**config.mk**
```make
export PLATFORM = sky130hd
export DESIGN_NAME = sorted_set_table
export DESIGN_NICKNAME = d
export VERILOG_FILES = /design/src/design/sst_pkg.sv /design/src/design/sst_core.sv /design/src/design/sorted_set_table.sv
export SDC_FILE = /design/constraint.sdc
export NUM_CORES = 2
export LEC_CHECK = 0
export BUFFER_PORTS_ARGS = -buffer_cell sky130_fd_sc_hd__buf_4
export CORE_MARGIN = 2
export CORE_UTILIZATION = 40
export DETAILED_ROUTE_END_ITERATION = 10
export HOLD_SLACK_MARGIN = 0.12
export SETUP_SLACK_MARGIN = 0.4
export SYNTH_ARGS = -nofsm -noshare
export SYNTH_HDL_FRONTEND = slang
export SYNTH_HIERARCHICAL = 1
export SYNTH_SLANG_ARGS = --single-unit
export TNS_END_PERCENT = 50
```
**constraint.sdc**
```tcl
create_clock -name clock -period 8.2 [get_ports clock]
set_input_delay 1.23 -clock clock [delete_from_list [all_inputs] [get_ports clock]]
set_output_delay 1.23 -clock clock [all_outputs]
set_load 0.05 [all_outputs]
```
**src/design/sst_pkg.sv**
```systemverilog
// Shared types and constants for the sorted set table.
`default_nettype none

package sst_pkg;

   // Default sizing of the store.
   localparam int CAPACITY_DEF  = 64;
   localparam int KEY_WIDTH_DEF = 32;

   // Fixed widths of the channel fields.
   localparam int KEY_W   = 32;
   localparam int RANK_W  = 6;
   localparam int COUNT_W = 7;

   // Request kinds.
   typedef enum logic [1:0] {
      OP_INSERT   = 2'd0,
      OP_ERASE    = 2'd1,
      OP_CONTAINS = 2'd2,
      OP_GET      = 2'd3
   } op_type;

   // Result status codes.
   typedef enum logic [2:0] {
      ST_DONE    = 3'd0,
      ST_PRESENT = 3'd1,
      ST_ABSENT  = 3'd2,
      ST_RANGE   = 3'd3,
      ST_FULL    = 3'd4
   } status_type;

   // Sequencer states of the core.
   typedef enum logic [2:0] {
      S_IDLE,
      S_SEARCH,
      S_DECIDE,
      S_SHIFT,
      S_PUT,
      S_GET_RD,
      S_REPLY
   } state_type;

   typedef struct packed {
      op_type             req_type;
      logic [KEY_W-1:0]   key;
      logic [RANK_W-1:0]  rank;
   } req_type;

   typedef struct packed {
      logic               ok;
      status_type         status;
      logic [KEY_W-1:0]   key_out;
      logic [COUNT_W-1:0] count;
   } rsp_type;

endpackage

`default_nettype wire

```
**src/design/sst_core.sv**
```systemverilog
// Key memory and the search and shift sequencer of the sorted set table.
`default_nettype none

module sst_core #(
   parameter int CAPACITY  = sst_pkg::CAPACITY_DEF,
   parameter int KEY_WIDTH = sst_pkg::KEY_WIDTH_DEF
) (
   input  wire logic             clock,
   input  wire logic             reset,
   input  wire logic             start,
   input  wire sst_pkg::req_type req,
   input  wire logic             out_free,
   output logic                  idle,
   output logic                  done,
   output sst_pkg::rsp_type      res
);

   localparam int AW    = (CAPACITY > 1) ? $clog2(CAPACITY) : 1;
   localparam int CNT_W = $clog2(CAPACITY + 1);
   localparam logic [CNT_W-1:0] CAP_CNT = CNT_W'(CAPACITY);
   localparam logic [CNT_W-1:0] ONE_CNT = CNT_W'(1);

   // Key store, one write port and one registered read port.
   logic [KEY_WIDTH-1:0] mem [CAPACITY];
   logic [KEY_WIDTH-1:0] rd_data_ff;
   logic [AW-1:0]        rd_addr;
   logic                 wr_en;
   logic [AW-1:0]        wr_addr;
   logic [KEY_WIDTH-1:0] wr_data;

   always_ff @(posedge clock) begin
      if (wr_en) begin
         mem[wr_addr] <= wr_data;
      end
      rd_data_ff <= mem[rd_addr];
   end

   // Sequencer registers.
   sst_pkg::state_type   state_ff, state_in;
   sst_pkg::op_type      op_ff, op_in;
   logic [KEY_WIDTH-1:0] key_ff, key_in;
   logic [CNT_W-1:0]     pos_ff, pos_in;
   logic                 found_ff, found_in;
   logic [CNT_W-1:0]     scan_ff, scan_in;
   logic                 pend_valid_ff, pend_valid_in;
   logic [AW-1:0]        pend_addr_ff, pend_addr_in;
   logic [CNT_W-1:0]     src_ff, src_in;
   logic [CNT_W-1:0]     left_ff, left_in;
   logic [CNT_W-1:0]     count_ff, count_in;
   sst_pkg::rsp_type     res_ff, res_in;

   always_ff @(posedge clock) begin
      if (reset) begin
         state_ff      <= sst_pkg::S_IDLE;
         count_ff      <= '0;
         pend_valid_ff <= 1'b0;
      end else begin
         state_ff      <= state_in;
         count_ff      <= count_in;
         pend_valid_ff <= pend_valid_in;
      end
   end

   always_ff @(posedge clock) begin
      op_ff        <= op_in;
      key_ff       <= key_in;
      pos_ff       <= pos_in;
      found_ff     <= found_in;
      scan_ff      <= scan_in;
      pend_addr_ff <= pend_addr_in;
      src_ff       <= src_in;
      left_ff      <= left_in;
      res_ff       <= res_in;
   end

   // Next state, memory control and result assembly.
   always_comb begin
      state_in      = state_ff;
      op_in         = op_ff;
      key_in        = key_ff;
      pos_in        = pos_ff;
      found_in      = found_ff;
      scan_in       = scan_ff;
      pend_valid_in = pend_valid_ff;
      pend_addr_in  = pend_addr_ff;
      src_in        = src_ff;
      left_in       = left_ff;
      count_in      = count_ff;
      res_in        = res_ff;
      rd_addr       = scan_ff[AW-1:0];
      wr_en         = 1'b0;
      wr_addr       = pend_addr_ff;
      wr_data       = rd_data_ff;
      idle          = 1'b0;
      done          = 1'b0;

      unique case (state_ff)
         sst_pkg::S_IDLE: begin
            idle    = 1'b1;
            rd_addr = AW'(req.rank);
            if (start) begin
               op_in         = req.req_type;
               key_in        = KEY_WIDTH'(req.key);
               scan_in       = '0;
               pend_valid_in = 1'b0;
               res_in.key_out = '0;
               res_in.count   = sst_pkg::COUNT_W'(count_ff);
               if (req.req_type == sst_pkg::OP_GET) begin
                  if (32'(req.rank) < 32'(count_ff)) begin
                     state_in = sst_pkg::S_GET_RD;
                  end else begin
                     res_in.ok     = 1'b0;
                     res_in.status = sst_pkg::ST_RANGE;
                     state_in      = sst_pkg::S_REPLY;
                  end
               end else begin
                  state_in = sst_pkg::S_SEARCH;
               end
            end
         end

         // Walk upward, one read issued per cycle, until a key not below the
         // search key shows up or the count is reached.
         sst_pkg::S_SEARCH: begin
            if (pend_valid_ff && (rd_data_ff >= key_ff)) begin
               pos_in        = CNT_W'(pend_addr_ff);
               found_in      = (rd_data_ff == key_ff);
               pend_valid_in = 1'b0;
               state_in      = sst_pkg::S_DECIDE;
            end else if (scan_ff >= count_ff) begin
               pos_in        = count_ff;
               found_in      = 1'b0;
               pend_valid_in = 1'b0;
               state_in      = sst_pkg::S_DECIDE;
            end else begin
               pend_valid_in = 1'b1;
               pend_addr_in  = scan_ff[AW-1:0];
               scan_in       = scan_ff + ONE_CNT;
            end
         end

         sst_pkg::S_DECIDE: begin
            res_in.ok     = 1'b0;
            res_in.status = sst_pkg::ST_DONE;
            state_in      = sst_pkg::S_REPLY;
            unique case (op_ff)
               sst_pkg::OP_INSERT: begin
                  if (found_ff) begin
                     res_in.status = sst_pkg::ST_PRESENT;
                  end else if (count_ff >= CAP_CNT) begin
                     res_in.status = sst_pkg::ST_FULL;
                  end else begin
                     left_in  = count_ff - pos_ff;
                     src_in   = count_ff - ONE_CNT;
                     state_in = sst_pkg::S_SHIFT;
                  end
               end
               sst_pkg::OP_ERASE: begin
                  if (found_ff) begin
                     left_in  = count_ff - ONE_CNT - pos_ff;
                     src_in   = pos_ff + ONE_CNT;
                     state_in = sst_pkg::S_SHIFT;
                  end else begin
                     res_in.status = sst_pkg::ST_ABSENT;
                  end
               end
               sst_pkg::OP_CONTAINS: begin
                  res_in.ok     = found_ff;
                  res_in.status = found_ff ? sst_pkg::ST_DONE : sst_pkg::ST_ABSENT;
               end
               default: begin
                  res_in.status = sst_pkg::ST_RANGE;
               end
            endcase
         end

         // Move one entry per cycle: the read issued last cycle is written
         // one place up (insert) or down (erase) while the next read goes out.
         sst_pkg::S_SHIFT: begin
            wr_en   = pend_valid_ff;
            rd_addr = src_ff[AW-1:0];
            if (left_ff != '0) begin
               pend_valid_in = 1'b1;
               left_in       = left_ff - ONE_CNT;
               if (op_ff == sst_pkg::OP_INSERT) begin
                  pend_addr_in = AW'(src_ff + ONE_CNT);
                  src_in       = src_ff - ONE_CNT;
               end else begin
                  pend_addr_in = AW'(src_ff - ONE_CNT);
                  src_in       = src_ff + ONE_CNT;
               end
            end else begin
               pend_valid_in = 1'b0;
               if (op_ff == sst_pkg::OP_INSERT) begin
                  state_in = sst_pkg::S_PUT;
               end else begin
                  count_in      = count_ff - ONE_CNT;
                  res_in.ok     = 1'b1;
                  res_in.status = sst_pkg::ST_DONE;
                  res_in.count  = sst_pkg::COUNT_W'(count_ff - ONE_CNT);
                  state_in      = sst_pkg::S_REPLY;
               end
            end
         end

         // Drop the new key into the opened gap.
         sst_pkg::S_PUT: begin
            wr_en         = 1'b1;
            wr_addr       = pos_ff[AW-1:0];
            wr_data       = key_ff;
            count_in      = count_ff + ONE_CNT;
            res_in.ok     = 1'b1;
            res_in.status = sst_pkg::ST_DONE;
            res_in.count  = sst_pkg::COUNT_W'(count_ff + ONE_CNT);
            state_in      = sst_pkg::S_REPLY;
         end

         sst_pkg::S_GET_RD: begin
            res_in.ok      = 1'b1;
            res_in.status  = sst_pkg::ST_DONE;
            res_in.key_out = sst_pkg::KEY_W'(rd_data_ff);
            state_in       = sst_pkg::S_REPLY;
         end

         // Hand the result over once the output register can take it.
         sst_pkg::S_REPLY: begin
            if (out_free) begin
               done     = 1'b1;
               state_in = sst_pkg::S_IDLE;
            end
         end

         default: begin
            state_in = sst_pkg::S_IDLE;
         end
      endcase
   end

   assign res = res_ff;

endmodule

`default_nettype wire

```
**src/design/sorted_set_table.sv**
```systemverilog
// Sorted set table: an ordered store of distinct keys with insert, erase,
// contains and get-by-rank requests.
//
// Requests arrive on the req_ channel (req_valid, req_stall, req_data) and
// one result per request leaves on the rsp_ channel (rsp_valid, rsp_stall,
// rsp_data). An item moves at a clock edge where valid is high and stall is
// low. Keys live in one memory with a registered read port, walked by a
// sequencer that handles one request at a time; req_stall is high from the
// cycle after acceptance until that request's result is in the output register.
// A get reads the key at its rank, or goes straight to the reply for a rank out
// of range; contains is answered by the linear search; insert and erase run the
// search up to the key's place, then a shift of one entry per cycle above it.
// The sequencer is idle again, and can take the next item, as soon as a result
// enters the output register.
// The result waits in the output register while rsp_stall is high; a finished
// result is held in the core until that register frees up.
// Reset empties the store (count zero) and clears rsp_valid; the key memory
// needs no clearing, as only entries below the count are used.
`default_nettype none

module sorted_set_table #(
   parameter int CAPACITY  = sst_pkg::CAPACITY_DEF,
   parameter int KEY_WIDTH = sst_pkg::KEY_WIDTH_DEF
) (
   input  wire logic             clock,
   input  wire logic             reset,
   input  wire logic             req_valid,
   output logic                  req_stall,
   input  wire sst_pkg::req_type req_data,
   output logic                  rsp_valid,
   input  wire logic             rsp_stall,
   output sst_pkg::rsp_type      rsp_data
);

   logic             core_idle;
   logic             core_done;
   logic             req_accept;
   logic             out_free;
   sst_pkg::rsp_type core_res;
   logic             rsp_valid_ff, rsp_valid_in;
   sst_pkg::rsp_type rsp_data_ff, rsp_data_in;

   // Input side: take an item only while the sequencer is idle.
   assign req_stall  = !core_idle;
   assign req_accept = req_valid && !req_stall;
   assign out_free   = !rsp_valid_ff || !rsp_stall;

   sst_core #(
      .CAPACITY  (CAPACITY),
      .KEY_WIDTH (KEY_WIDTH)
   ) u_core (
      .clock    (clock),
      .reset    (reset),
      .start    (req_accept),
      .req      (req_data),
      .out_free (out_free),
      .idle     (core_idle),
      .done     (core_done),
      .res      (core_res)
   );

   // Output register.
   always_comb begin
      rsp_valid_in = rsp_valid_ff;
      rsp_data_in  = rsp_data_ff;
      if (core_done) begin
         rsp_valid_in = 1'b1;
         rsp_data_in  = core_res;
      end else if (!rsp_stall) begin
         rsp_valid_in = 1'b0;
      end
   end

   always_ff @(posedge clock) begin
      if (reset) begin
         rsp_valid_ff <= 1'b0;
      end else begin
         rsp_valid_ff <= rsp_valid_in;
      end
   end

   always_ff @(posedge clock) begin
      rsp_data_ff <= rsp_data_in;
   end

   assign rsp_valid = rsp_valid_ff;
   assign rsp_data  = rsp_data_ff;

   // A result reports success exactly when its status is done.
   a_ok_status: assert property (@(posedge clock) disable iff (reset)
      rsp_valid |-> (rsp_data.ok == (rsp_data.status == sst_pkg::ST_DONE)))
      else $error("ok flag disagrees with status");

   // Only a successful request can return a nonzero key.
   a_key_zero: assert property (@(posedge clock) disable iff (reset)
      (rsp_valid && (rsp_data.status != sst_pkg::ST_DONE)) |-> (rsp_data.key_out == '0))
      else $error("failed request returned a key");

   // The count never goes past the capacity.
   a_count_cap: assert property (@(posedge clock) disable iff (reset)
      rsp_valid |-> (32'(rsp_data.count) <= CAPACITY))
      else $error("count exceeds capacity");

   // After an item is taken the sequencer is busy and holds off the next one.
   a_busy_after_accept: assert property (@(posedge clock) disable iff (reset)
      req_accept |=> req_stall)
      else $error("input not stalled after accepting an item");

endmodule

`default_nettype wire
```
==> results.txt <==
----------------------------------------------------
[Route]
  DR DRC count ... 0
  Vias per Instance ... approximately 6
  Vias post-DR ... 52,054
  Pre-antenna DRT Iters ... 6
  Total Wirelength ... approximately 280 mm
  Wire length per cell ... between 30 and 40 um
  DRC violation total after the first TritonRoute iteration ... just over 8,000
  Final antenna-violating net count ... 0

[Timing]
  Tcrit/Tclk final ... 0.6694
  Min cycle time layout ... between 5000 and 6000 ps
  Sum Neg Setup Slack ... 0 ps
  Clock Skews ... ~48 ps
  Relative slew margins ... 0.07030
  Unrepaired setup endpoints after global routing ... false
  Hold_ws ... just over 400 ps
  Slew of the pin with the lowest slew margin ... ~1400 ps
  Setup ws final ... between 2000 and 3000 ps
  Achievable Freq ... about 180 MHz
  Pins over their slew limit ... 0
  Setup violations, final ... 0
  Final Hold Viols ... 0

[Pwr]
  Clock Power Share ... 0.225
  IR Drop Worst-Case VDD ... 345.1 uV
  Leakage component of the power ... about 0.033 uW
  Switching power total ... 17,460 uW
  Design internal power ... between 20,000 and 30,000 uW
  Switching Fraction ... 0.4039
  Part of the power in registers ... 0.362
  Proportion of power drawn by combinational gates ... 0.413
  Final total power ... roughly 43,000 uW
  Cell Pwr Density ... roughly 430 mW/mm2

[Global routing]
  Vias in the first global route ... around 50,000
  Antenna violations before repair ... 16
  Maximum number of pins on one net before global-route repair ... roughly 100
  Gr ovfl total ... 0
  Wire length of the first global-routing pass ... 393.7 mm
  Global router's overall resource usage ... 0.2448

[Clock network]
  Clock slew at reported path FFs ... around 60 ps
  Post-CTS Hold Fix Bufs ... 0
  Count of buffers added by post-CTS timing repair for setup ... 0
  Clk root buf ... sky130_fd_sc_hd__clkbuf_16
  Quantity of gates resized following cts ... 0
  Number of levels in the clock H-tree ... 4
  Clock tree from TritonCTS ... yes
  CTS Sinks ... between 2,000 and 2,500
  Skew-Pair Late Insertion Delay ... approximately 880 ps
  Clock buffer count from CTS ... about 220
  Bufs on Longest Clock Path ... 3

[Floorplan]
  Initial Utilization ... 0.4021
  DIE HEIGHT ... about 480 um
  Die boundary width ... roughly 480 um
  Core Footprint ... 0.2223 mm2
  Core Rows ... 173
  Boundary pin count ... around 90
  Die Outline Area ... roughly 0.23 mm2

[Synthesis]
  Dominant synthesized flop cell ... sky130_fd_sc_hd__edfxtp_1
  Share of synthesized area occupied by flip-flops and latches ... 0.7495
  FF+latch count, synth ... approximately 2,200
  Syn_nets ... approximately 5,200
  Syn Std Cell Area ... between 0.08 and 0.09 mm2
  Post-synth cell types ... 93
  Mean area per synthesized cell ... 17.40 um2
  Synth Instances ... around 5,000
  Number of synthesized flops with an enable pin ... approximately 2,200
  Yosys synthesis warning count ... 6
  FFs w/ async S/R, synth ... 0

[Job]
  Max-cap violation count ... 0

[Critical path]
  FF-to-FF setup slack ... 2710 ps
  Crit path arrival time ... slightly above 6000 ps
  Worst Path Max Fanout ... 85
  Worst reg2reg path endpoint ... u_core/rd_data_ff[10]
  Critical path's slowest cell ... sky130_fd_sc_hd__a221oi_1
  Cell-by-cell trace of the critical path ... buf_4 -> xor2_1 -> o21ai_2 -> nand2_8 -> nor2_2 -> buf_4 -> a221oi_1 -> nand2_1 -> a31oi_1 -> nand2_1
  Worst R2R Start ... u_core/state_ff[0]
  Worst Path Class, Setup ... register to register
  Setup crit start kind ... register
  Endpoint required time on the critical path ... a little under 9000 ps
  Worst setup EP type ... register
  Worst reg-to-reg path cell count ... 10
  Crit-path max cell delay ... between 1000 and 1500 ps

[Hold path]
  Min-delay worst type ... register to register
  Worst hold path endpoint ... rsp_data[16]
  Number of cells traversed by the worst hold path ... 0
  Worst Min Path Start ... u_core/res[16]

[Place]
  Final weighted congestion in routability-driven placement ... ~0.86
  Post-placement setup slack ... ~2500 ps
  HPWL Detailed ... 158.7 mm
  Number of I/O port buffers ... just under 90

[Run status]
  Outcome ... completed

[Cells and area]
  Fraction of final layout cells sized beyond drive strength 1 ... 0.1917
  Most common library cell in the layout ignoring fill and taps ... sky130_fd_sc_hd__edfxtp_1
  Growth of design area from synthesis to finish ... 13.64%
  Final nets ... approximately 5,400
  Commonest cells after routing, fill and taps aside ... sky130_fd_sc_hd__edfxtp_1, sky130_fd_sc_hd__nand2_1, sky130_fd_sc_hd__mux4_2

----------------------------------------------------
[per-layer routing]
metal | GRT usage | wire length [um] | vias to the layer above
met1 | 0.3351 | 106800 | 27183
met2 | 0.3771 | 129300 | 3357
met4 | 0.1152 | 14680 | 4
met3 | 0.04873 | 32240 | 565
li1 | - | - | 20945
met5 | 0 | 24 | -
[worst max-delay path: cells and delay by family, from the launching register on]
kind	cells	cell delay [ps]
xor+xnor	1	860
buf+inv	2	720
simple gates	4	1020
flops	1	310
compound gates	3	2340
[per-stage QoR]
stage          area [um2]  utilization  instances
6_report           101600       0.4570       8507
5_1_grt            101600       0.4570       8503
4_1_cts            101500       0.4568       8490
3_5_place_dp        94660       0.4258       8086
3_3_place_gp        94640       0.4257       8084
2_1_floorplan       89400            -       5137
[cell families after synthesis]
group                    count (synthesis)  share of synthesized area
AND/OR/NAND/NOR                       1134                    0.05819
XOR/XNOR                                50                   0.004899
multiplexers                           465                    0.09425
AO/OA/AOI/OAI                          817                    0.06193
buffers and inverters                  362                    0.02232
adder cells (fa/ha/maj)                 63                   0.008901
flip-flops                            2246                     0.7495
[sequential cells by signal, summed over array words and instances (netlist names)]
register / flops
u_core/mem: 2048
rsp_data: 43
u_core/res: 43
u_core/key_ff: 32
u_core/rd_data_ff: 32
u_core/count_ff: 7
u_core/left_ff: 7
u_core/pos_ff: 7
u_core/scan_ff: 7
u_core/pend_addr_ff: 6
u_core/src_ff: 6
u_core/state_ff: 3
u_core/op_ff: 2
rsp_valid: 1
u_core/found_ff: 1
u_core/pend_valid_ff: 1
[worst max path at each step]
stage	cells after the start	to	slack (ps)	start
finish	10	u_core/rd_data_ff[10]	2710	u_core/state_ff[0]
global route	11	u_core/rd_data_ff[1]	2510	u_core/state_ff[0]
CTS	11	u_core/rd_data_ff[1]	2670	u_core/state_ff[0]
detailed placement	10	u_core/rd_data_ff[1]	2540	req_data[0]
global placement	10	u_core/rd_data_ff[24]	2290	req_data[0]
floorplan	8	u_core/mem[0][31]	3140	u_core/state_ff[2]
[synthesized netlist by cell type, drive strengths merged, types with 10 or more instances]
library cell,number,area share
a2111oi,25,0.0025
a211o,17,0.0017
a211oi,79,0.0067
a21o,34,0.0029
a21oi,187,0.011
a221oi,26,0.0027
a22oi,50,0.0043
a31oi,54,0.0038
a32o,17,0.0019
a32oi,20,0.0020
and3,100,0.0070
buf,167,0.014
clkbuf,133,0.0056
dfxtp,44,0.0099
edfxtp,2202,0.74
ha,62,0.0087
inv,62,0.0026
mux2,39,0.0050
mux2i,130,0.015
mux4,296,0.075
nand2,546,0.023
nand2b,25,0.0017
nand3,152,0.0085
nand4,27,0.0019
nor2,165,0.0072
nor3,37,0.0021
nor4,19,0.0016
o211ai,17,0.0015
o21a,10,0.00084
o21ai,150,0.0084
o221ai,23,0.0023
o22ai,29,0.0020
or3,10,0.00070
or4,15,0.0013
xnor2,36,0.0035
xor2,14,0.0014
[layout make-up]
cell class / count / area (um2)
timing repair buffer: 274 / 2265
antenna: 17 / 42.54
multi-input combinational: 2529 / 21440
clock inverter: 117 / 1027
sequential: 2246 / 67010
inverter: 62 / 232.7
tap: 2975 / 3722
clock buffer: 287 / 5857
fill: 18835 / 120700
[power by group through the flow]
stage	Sequential, uW	Combinational (uW)	Clock (uW)
after global placement	15800	17200	0
after global routing	15600	18500	10300
after CTS	15600	17500	9850
after detailed placement	15800	17400	0
final	15600	17900	9740
after floorplan	15900	10300	0
(Power assumes the default switching activity.)
